===== src/psdc_pkg.sv =====
// shared types and constants for the pid servo duty controller
`timescale 1ns / 1ps

package psdc_pkg;

    localparam int FIELD_W            = 12;
    localparam int SAMPLE_BITS        = 12;
    localparam int GAIN_W             = 16;
    localparam int DUTY_W             = 12;
    localparam int ERR_W              = SAMPLE_BITS + 1;
    localparam int DERIV_W            = ERR_W + 1;
    localparam int SUM_W              = 32;
    localparam int P_W                = GAIN_W + 1 + ERR_W;
    localparam int I_W                = GAIN_W + 1 + SUM_W;
    localparam int D_W                = GAIN_W + 1 + DERIV_W;
    localparam int ACC_W              = I_W + 2;
    localparam int DEF_GAIN_FRAC_BITS = 12;
    localparam int CFG_IDX_W          = 3;
    localparam int CFG_DATA_W         = 16;

    typedef enum logic [CFG_IDX_W-1:0] {
        REG_PROP_GAIN   = 0,
        REG_INTEG_GAIN  = 1,
        REG_DERIV_GAIN  = 2,
        REG_DUTY_CENTER = 3,
        REG_DUTY_MAX    = 4,
        REG_DUTY_MIN    = 5
    } cfg_idx_t;

    typedef struct packed {
        logic [FIELD_W-1:0] setpoint;
        logic [FIELD_W-1:0] position;
    } in_beat_t;

    typedef struct packed {
        logic [DUTY_W-1:0] duty_us;
        logic              clamped;
    } out_beat_t;

    typedef struct packed {
        logic [GAIN_W-1:0] prop_gain;
        logic [GAIN_W-1:0] integ_gain;
        logic [GAIN_W-1:0] deriv_gain;
        logic [DUTY_W-1:0] duty_center;
        logic [DUTY_W-1:0] duty_max;
        logic [DUTY_W-1:0] duty_min;
    } cfg_t;

    typedef struct packed {
        logic signed [ERR_W-1:0]   err;
        logic signed [DERIV_W-1:0] deriv;
        logic signed [SUM_W-1:0]   sum;
    } err_beat_t;

    typedef struct packed {
        logic signed [P_W-1:0] p_term;
        logic signed [I_W-1:0] i_term;
        logic signed [D_W-1:0] d_term;
    } prod_beat_t;

    localparam cfg_t CFG_RESET = '{
        prop_gain:   16'd778,
        integ_gain:  16'd0,
        deriv_gain:  16'd5939,
        duty_center: 12'd1500,
        duty_max:    12'd2100,
        duty_min:    12'd900
    };

endpackage


===== src/pid_servo_duty_controller_top.sv =====
// top level of one pid servo axis: config registers and the five-stage datapath
`timescale 1ns / 1ps

// one axis of a pid position loop for a servo. each input beat carries a setpoint
// and a measured position; each one yields exactly one output beat with the
// clamped pulse width in microseconds and a flag that the limit was hit. a new
// beat can be taken every clock while the output is not stalled, so the
// sustained rate is one beat per cycle; the loop state (previous error and the
// saturating error sum) is updated as each beat enters the error stage, which
// is what holds the rate at one per clock. the five stages are the input
// register, the error stage, the gain multipliers, the term sum with floor shift,
// and the clamped output register. the user must write gains and duty limits
// through the register port only while the block is idle; it is not enforced.
module pid_servo_duty_controller_top #(
    parameter int GAIN_FRAC_BITS = psdc_pkg::DEF_GAIN_FRAC_BITS
) (
    input  logic                              clk,
    input  logic                              rst_n,
    input  logic                              cfg_wr_en,
    input  logic [psdc_pkg::CFG_IDX_W-1:0]    cfg_index,
    input  logic [psdc_pkg::CFG_DATA_W-1:0]   cfg_data,
    input  logic                              in_valid,
    output logic                              in_stall,
    input  psdc_pkg::in_beat_t                in_beat,
    output logic                              out_valid,
    input  logic                              out_stall,
    output psdc_pkg::out_beat_t               out_beat
);
    import psdc_pkg::*;

    cfg_t        cfg;
    logic        in_ready;
    logic        err_valid;
    logic        err_ready;
    err_beat_t   err_beat;
    logic        prod_valid;
    logic        prod_ready;
    prod_beat_t  prod_beat;

    psdc_cfg u_cfg (
        .clk   (clk),
        .rst_n (rst_n),
        .wr_en (cfg_wr_en),
        .index (cfg_index),
        .data  (cfg_data),
        .cfg   (cfg)
    );

    psdc_err u_err (
        .clk      (clk),
        .rst_n    (rst_n),
        .up_valid (in_valid),
        .up_ready (in_ready),
        .up_beat  (in_beat),
        .dn_valid (err_valid),
        .dn_ready (err_ready),
        .dn_beat  (err_beat)
    );

    psdc_mult u_mult (
        .clk      (clk),
        .rst_n    (rst_n),
        .cfg      (cfg),
        .up_valid (err_valid),
        .up_ready (err_ready),
        .up_beat  (err_beat),
        .dn_valid (prod_valid),
        .dn_ready (prod_ready),
        .dn_beat  (prod_beat)
    );

    psdc_out #(
        .GAIN_FRAC_BITS (GAIN_FRAC_BITS)
    ) u_out (
        .clk      (clk),
        .rst_n    (rst_n),
        .cfg      (cfg),
        .up_valid (prod_valid),
        .up_ready (prod_ready),
        .up_beat  (prod_beat),
        .dn_valid (out_valid),
        .dn_ready (!out_stall),
        .dn_beat  (out_beat)
    );

    assign in_stall = !in_ready;

endmodule


===== src/psdc_cfg.sv =====
// configuration register file
`timescale 1ns / 1ps

module psdc_cfg (
    input  logic                              clk,
    input  logic                              rst_n,
    input  logic                              wr_en,
    input  logic [psdc_pkg::CFG_IDX_W-1:0]    index,
    input  logic [psdc_pkg::CFG_DATA_W-1:0]   data,
    output psdc_pkg::cfg_t                    cfg
);
    import psdc_pkg::*;

    cfg_t cfg_reg;

    always_ff @(posedge clk or negedge rst_n)
    begin
        if (!rst_n)
        begin
            cfg_reg <= CFG_RESET;
        end
        else if (wr_en)
        begin
            case (index)
                REG_PROP_GAIN:   cfg_reg.prop_gain   <= data[GAIN_W-1:0];
                REG_INTEG_GAIN:  cfg_reg.integ_gain  <= data[GAIN_W-1:0];
                REG_DERIV_GAIN:  cfg_reg.deriv_gain  <= data[GAIN_W-1:0];
                REG_DUTY_CENTER: cfg_reg.duty_center <= data[DUTY_W-1:0];
                REG_DUTY_MAX:    cfg_reg.duty_max    <= data[DUTY_W-1:0];
                REG_DUTY_MIN:    cfg_reg.duty_min    <= data[DUTY_W-1:0];
                default:         cfg_reg <= cfg_reg;
            endcase
        end
    end

    assign cfg = cfg_reg;

endmodule


===== src/psdc_err.sv =====
// input register, error, derivative and saturating integral with loop state
`timescale 1ns / 1ps

module psdc_err (
    input  logic                  clk,
    input  logic                  rst_n,
    input  logic                  up_valid,
    output logic                  up_ready,
    input  psdc_pkg::in_beat_t    up_beat,
    output logic                  dn_valid,
    input  logic                  dn_ready,
    output psdc_pkg::err_beat_t   dn_beat
);
    import psdc_pkg::*;

    logic                       in_valid_reg;
    in_beat_t                   in_beat_reg;
    logic                       err_valid_reg;
    err_beat_t                  err_beat_reg;
    err_beat_t                  err_beat_next;
    logic signed [ERR_W-1:0]    last_error_reg;
    logic signed [SUM_W-1:0]    error_sum_reg;

    logic                       in_ready;
    logic                       err_ready;
    logic                       err_load;
    logic signed [ERR_W-1:0]    sp;
    logic signed [ERR_W-1:0]    pos;
    logic signed [ERR_W-1:0]    err_now;
    logic signed [SUM_W:0]      sum_wide;
    logic signed [SUM_W-1:0]    sum_sat;

    assign err_ready = !err_valid_reg || dn_ready;
    assign in_ready  = !in_valid_reg || err_ready;
    assign err_load  = in_valid_reg && err_ready;
    assign up_ready  = in_ready;

    always_comb
    begin
        sp       = {1'b0, in_beat_reg.setpoint[SAMPLE_BITS-1:0]};
        pos      = {1'b0, in_beat_reg.position[SAMPLE_BITS-1:0]};
        err_now  = sp - pos;
        sum_wide = {error_sum_reg[SUM_W-1], error_sum_reg}
                 + {{(SUM_W + 1 - ERR_W){err_now[ERR_W-1]}}, err_now};
        // saturate when the carry disagrees with the sign
        if (sum_wide[SUM_W] != sum_wide[SUM_W-1])
        begin
            sum_sat = sum_wide[SUM_W] ? {1'b1, {(SUM_W-1){1'b0}}}
                                      : {1'b0, {(SUM_W-1){1'b1}}};
        end
        else
        begin
            sum_sat = sum_wide[SUM_W-1:0];
        end
        err_beat_next.err   = err_now;
        err_beat_next.deriv = {err_now[ERR_W-1], err_now}
                            - {last_error_reg[ERR_W-1], last_error_reg};
        err_beat_next.sum   = sum_sat;
    end

    always_ff @(posedge clk or negedge rst_n)
    begin
        if (!rst_n)
        begin
            in_valid_reg   <= 1'b0;
            err_valid_reg  <= 1'b0;
            last_error_reg <= '0;
            error_sum_reg  <= '0;
        end
        else
        begin
            if (in_ready)
            begin
                in_valid_reg <= up_valid;
            end
            if (err_ready)
            begin
                err_valid_reg <= in_valid_reg;
            end
            if (err_load)
            begin
                last_error_reg <= err_now;
                error_sum_reg  <= sum_sat;
            end
        end
    end

    always_ff @(posedge clk)
    begin
        if (in_ready && up_valid)
        begin
            in_beat_reg <= up_beat;
        end
        if (err_load)
        begin
            err_beat_reg <= err_beat_next;
        end
    end

    assign dn_valid = err_valid_reg;
    assign dn_beat  = err_beat_reg;

endmodule


===== src/psdc_mult.sv =====
// gain multiplication stage, one registered product per term
`timescale 1ns / 1ps

module psdc_mult (
    input  logic                  clk,
    input  logic                  rst_n,
    input  psdc_pkg::cfg_t        cfg,
    input  logic                  up_valid,
    output logic                  up_ready,
    input  psdc_pkg::err_beat_t   up_beat,
    output logic                  dn_valid,
    input  logic                  dn_ready,
    output psdc_pkg::prod_beat_t  dn_beat
);
    import psdc_pkg::*;

    logic                        prod_valid_reg;
    prod_beat_t                  prod_beat_reg;
    prod_beat_t                  prod_beat_next;
    logic                        prod_ready;
    logic signed [GAIN_W:0]      kp_s;
    logic signed [GAIN_W:0]      ki_s;
    logic signed [GAIN_W:0]      kd_s;
    logic signed [ERR_W-1:0]     err_s;
    logic signed [SUM_W-1:0]     sum_s;
    logic signed [DERIV_W-1:0]   deriv_s;

    assign prod_ready = !prod_valid_reg || dn_ready;
    assign up_ready   = prod_ready;

    assign kp_s    = {1'b0, cfg.prop_gain};
    assign ki_s    = {1'b0, cfg.integ_gain};
    assign kd_s    = {1'b0, cfg.deriv_gain};
    assign err_s   = up_beat.err;
    assign sum_s   = up_beat.sum;
    assign deriv_s = up_beat.deriv;

    always_comb
    begin
        prod_beat_next.p_term = kp_s * err_s;
        prod_beat_next.i_term = ki_s * sum_s;
        prod_beat_next.d_term = kd_s * deriv_s;
    end

    always_ff @(posedge clk or negedge rst_n)
    begin
        if (!rst_n)
        begin
            prod_valid_reg <= 1'b0;
        end
        else if (prod_ready)
        begin
            prod_valid_reg <= up_valid;
        end
    end

    always_ff @(posedge clk)
    begin
        if (prod_ready && up_valid)
        begin
            prod_beat_reg <= prod_beat_next;
        end
    end

    assign dn_valid = prod_valid_reg;
    assign dn_beat  = prod_beat_reg;

endmodule


===== src/psdc_out.sv =====
// term sum with floor shift, then center offset, clamp and output register
`timescale 1ns / 1ps

module psdc_out #(
    parameter int GAIN_FRAC_BITS = psdc_pkg::DEF_GAIN_FRAC_BITS
) (
    input  logic                  clk,
    input  logic                  rst_n,
    input  psdc_pkg::cfg_t        cfg,
    input  logic                  up_valid,
    output logic                  up_ready,
    input  psdc_pkg::prod_beat_t  up_beat,
    output logic                  dn_valid,
    input  logic                  dn_ready,
    output psdc_pkg::out_beat_t   dn_beat
);
    import psdc_pkg::*;

    localparam int SH_W = ACC_W - GAIN_FRAC_BITS;

    logic                       sh_valid_reg;
    logic signed [SH_W-1:0]     sh_reg;
    logic signed [SH_W-1:0]     sh_next;
    logic                       out_valid_reg;
    out_beat_t                  out_beat_reg;
    out_beat_t                  out_beat_next;

    logic                       sh_ready;
    logic                       out_ready;
    logic signed [ACC_W-1:0]    p_ext;
    logic signed [ACC_W-1:0]    i_ext;
    logic signed [ACC_W-1:0]    d_ext;
    logic signed [ACC_W-1:0]    acc;
    logic signed [ACC_W-1:0]    acc_shift;
    logic signed [SH_W:0]       duty_sum;
    logic signed [SH_W:0]       max_ext;
    logic signed [SH_W:0]       min_ext;

    assign out_ready = !out_valid_reg || dn_ready;
    assign sh_ready  = !sh_valid_reg || out_ready;
    assign up_ready  = sh_ready;

    // arithmetic shift floors toward minus infinity
    always_comb
    begin
        p_ext     = ACC_W'(up_beat.p_term);
        i_ext     = ACC_W'(up_beat.i_term);
        d_ext     = ACC_W'(up_beat.d_term);
        acc       = p_ext + i_ext + d_ext;
        acc_shift = acc >>> GAIN_FRAC_BITS;
        sh_next   = acc_shift[SH_W-1:0];
    end

    // max tested first, then min
    always_comb
    begin
        duty_sum = {sh_reg[SH_W-1], sh_reg}
                 + {{(SH_W + 1 - DUTY_W){1'b0}}, cfg.duty_center};
        max_ext  = {{(SH_W + 1 - DUTY_W){1'b0}}, cfg.duty_max};
        min_ext  = {{(SH_W + 1 - DUTY_W){1'b0}}, cfg.duty_min};
        if (duty_sum > max_ext)
        begin
            out_beat_next.duty_us = cfg.duty_max;
            out_beat_next.clamped = 1'b1;
        end
        else if (duty_sum < min_ext)
        begin
            out_beat_next.duty_us = cfg.duty_min;
            out_beat_next.clamped = 1'b1;
        end
        else
        begin
            out_beat_next.duty_us = duty_sum[DUTY_W-1:0];
            out_beat_next.clamped = 1'b0;
        end
    end

    always_ff @(posedge clk or negedge rst_n)
    begin
        if (!rst_n)
        begin
            sh_valid_reg  <= 1'b0;
            out_valid_reg <= 1'b0;
        end
        else
        begin
            if (sh_ready)
            begin
                sh_valid_reg <= up_valid;
            end
            if (out_ready)
            begin
                out_valid_reg <= sh_valid_reg;
            end
        end
    end

    always_ff @(posedge clk)
    begin
        if (sh_ready && up_valid)
        begin
            sh_reg <= sh_next;
        end
        if (out_ready && sh_valid_reg)
        begin
            out_beat_reg <= out_beat_next;
        end
    end

    assign dn_valid = out_valid_reg;
    assign dn_beat  = out_beat_reg;

endmodule


===== config.mk =====
export PLATFORM = sky130hd
export DESIGN_NAME = pid_servo_duty_controller_top
export DESIGN_NICKNAME = d
export VERILOG_FILES = /design/src/psdc_pkg.sv /design/src/pid_servo_duty_controller_top.sv /design/src/psdc_cfg.sv /design/src/psdc_err.sv /design/src/psdc_mult.sv /design/src/psdc_out.sv
export SDC_FILE = /design/constraint.sdc
export NUM_CORES = 2
export LEC_CHECK = 0
export BUFFER_PORTS_ARGS = -buffer_cell sky130_fd_sc_hd__buf_2
export CAP_MARGIN = 30
export CORE_MARGIN = 2
export CORE_UTILIZATION = 50
export DETAILED_ROUTE_END_ITERATION = 10
export PLACE_DENSITY = 0.66
export SKIP_LAST_GASP = 1
export SLEW_MARGIN = 20
export SYNTH_ARGS = -nofsm -noshare
export SYNTH_HDL_FRONTEND = slang
export SYNTH_SLANG_ARGS = --single-unit

===== constraint.sdc =====
create_clock -name clk -period 9.9 [get_ports clk]
set_input_delay 1.98 -clock clk [delete_from_list [all_inputs] [get_ports clk]]
set_output_delay 1.98 -clock clk [all_outputs]
set_load 0.05 [all_outputs]

==> impl_metrics.tcl <==
set metrics [dict create \
    drt_iter0_drc 2037 \
    fin_crit_sh 0.766 \
    path_class "reg2reg" \
    io_buffers 62 \
    die_x_um 327 \
    clkLatencyLatePin_ps 610 \
    cts_sinks 379 \
    insertedDiodeCount 0 \
    cts_tree "done" \
    ys_seq_area_frac 0.205 \
    num-nets-final 6643 \
    cpPeakStageDelay_ps 620 \
    regToRegEndpoint "u_mult.dn_beat[77]" \
    yosysTopAreaCellShare 0.329 \
    synthToLayoutAreaGrowth_pct 6.65 \
    num_vias 35600 \
    layout-drive-gt1-share 0.0640 \
    routed_via_density 5.32 \
    cts_hold_buf 0 \
    dieArea_sq_um 107000 \
    antenna_found_initial 11 \
    rsz0062_at_grt "no" \
    status "complete, no violations" \
    finalCriticalPeriod_ps 7580 \
    drcViolationCount 0 \
    cts_root_buffer "clkbuf_16" \
    synth_cell_types 83 \
    dr.pass1.iters 6 \
    worstReg2RegStart "u_err.dn_beat[13]" \
    cap_violations 0 \
    dp_hpwl_um 101000 \
    critPathSlowestCell "edfxtp_1" \
    skew_ps 19.9 \
    worst_path_most_repeated_cell "fa_1" \
    worstPathRequired_ps 10250 \
    htreeDepth 2 \
    pin_count 63 \
    gr-usage-all-layers 0.245 \
    syn_nets 6656 \
    ys_dominant_reg_cell "edfxtp_1" \
    ys_warn_count 0 \
    fin_tns_setup_ps 0 \
    synth-seq-cells 379 \
    clockBufferDepth 3 \
    row_count 118 \
    ant_nets 0 \
    reg2reg_depth 23 \
    slew_viol_final 0 \
    core_area_sq_um 104000 \
    worstSetupStartpointType "register" \
    reg2reg_setup_slack_ps 2320 \
    yosysMostFrequentCell "inv_1" \
    critPathMaxFanout 16 \
    async_flop_share 0.354 \
    grt_pass1_wl_um 207000 \
    synth.area.top_cells "fa_1, edfxtp_1, ha_1" \
    start_util 0.505 \
    setup_viol 0 \
    crit_arrival_ps 7930 \
    die_y_um 327 \
    clk_pin_slew_ps 70 \
    crit_start "u_err.dn_beat[13]" \
    crit_chain "and2_1 > fa_1 > inv_1 > fa_1 > fa_1 > inv_1 > fa_1 > fa_1 > inv_1 > fa_1 > inv_1 > ha_1 > and3_1 > nand2_1 > or3_1 > a2111oi_2 > o2111ai_1 > a31oi_1 > o21a_1 > nor2_1 > nor3_1 > o221ai_1 > xnor2_1" \
    fmax_mhz 132 \
    post_cts_buffers 0 \
    yosys.area.top_type "fa_1" \
    synth.cell_area_sq_um 52300 \
    slew_headroom 0.347 \
    fill_cells 9238 \
    place_congestion 0.903 \
    worstHoldPathType "reg2reg" \
    avgSynthCellArea_sq_um 9.92 \
    cts_buffers 47 \
    synth_common_cells "inv_1, fa_1, nand2_1" \
    grt_max_degree 79 \
    grt-ovfl-total 0 \
    crit_end "u_mult.dn_beat[77]" \
    synth_edf_count 245 \
    hold_viol 0 \
    grt_pass1_vias 38300 \
    drt-total-wl_um 126000 \
    syn_inst 5274 \
    post_drt_wl_per_cell_um 18.8 \
    whs_ps 469 \
    endpoint_kind "register" \
    worst_pin_slew_ps 973 \
    ctsResizeCount 0 \
    largest_reg_flops 110 \
]
kinds of logic (layout without fill, tap and decap cells):
logic type	after synthesis	count (layout)	share of synthesized area
flops	379	379	0.205
mux	115	115	0.0242
buf+inv	1217	1242	0.0877
compound gates	597	597	0.0736
xor+xnor	194	194	0.0325
simple gates	1438	1438	0.134
fa+ha+maj	1334	1334	0.443
area by class of cell:
class	count	area (sq um)	share of cell area
tap	1380	1730	0.0309
inverter	1051	3950	0.0707
clock buffer	60	1320	0.0236
timing repair buffer	104	723	0.0130
multi-input combinational	3678	37000	0.664
sequential	379	10700	0.193
clock inverter	27	310	0.00556
layer usage:
layer / global-route usage / share of wire
met5: 0 / 0.000064
met3: 0.0363 / 0.059
met2: 0.407 / 0.47
met4: 0.0632 / 0.026
met1: 0.339 / 0.45
cell usage in the layout, fill, tap and decap left out, types with 100 or more instances in the layout:
master	count
a21o_1	100
and2_1	423
ha_1	473
xnor2_1	141
o21ai_0	108
inv_1	1049
nor2_1	149
nand2_1	638
a21oi_1	186
edfxtp_1	245
fa_1	861
dfrtp_1	107
worst min path at each step:
| stage | from | to | slack, ps | cells past startpoint |
|---|---|---|---|---|
| global route | u_out.sh_valid_reg | u_out.dn_valid | 500 | 1 |
| global placement | u_out.sh_valid_reg | u_out.dn_valid | 440 | 1 |
| CTS | u_out.sh_valid_reg | u_out.dn_valid | 470 | 1 |
| finish | u_out.sh_valid_reg | u_out.dn_valid | 470 | 1 |
| detailed placement | u_out.sh_valid_reg | u_out.dn_valid | 460 | 1 |
| floorplan | u_out.sh_valid_reg | u_out.dn_valid | 430 | 1 |
critical path, delay by kind of cell (launching register included):
family / cells / cell delay (ps)
adder cells (fa/ha/maj): 7 / 3380
AO/OA/AOI/OAI: 5 / 1560
AND/OR/NAND/NOR: 6 / 1400
flip-flops: 1 / 620
buffers and inverters: 4 / 210
XOR/XNOR: 1 / 150
metrics by stage:
stage	std cells	cell area [sq um]	worst slack [ps]	utilization
floorplan	5274	52300	3310	-
global placement	6585	54000	1370	0.521
detailed placement	6588	54100	2320	0.522
CTS	6675	55700	2300	0.537
global route	6679	55800	1900	0.538
finish	6679	55800	2320	0.538
Power is left out: the tool's default activity adds up to more than one toggle a clock period on the data nets, which glitch-free logic cannot reach.
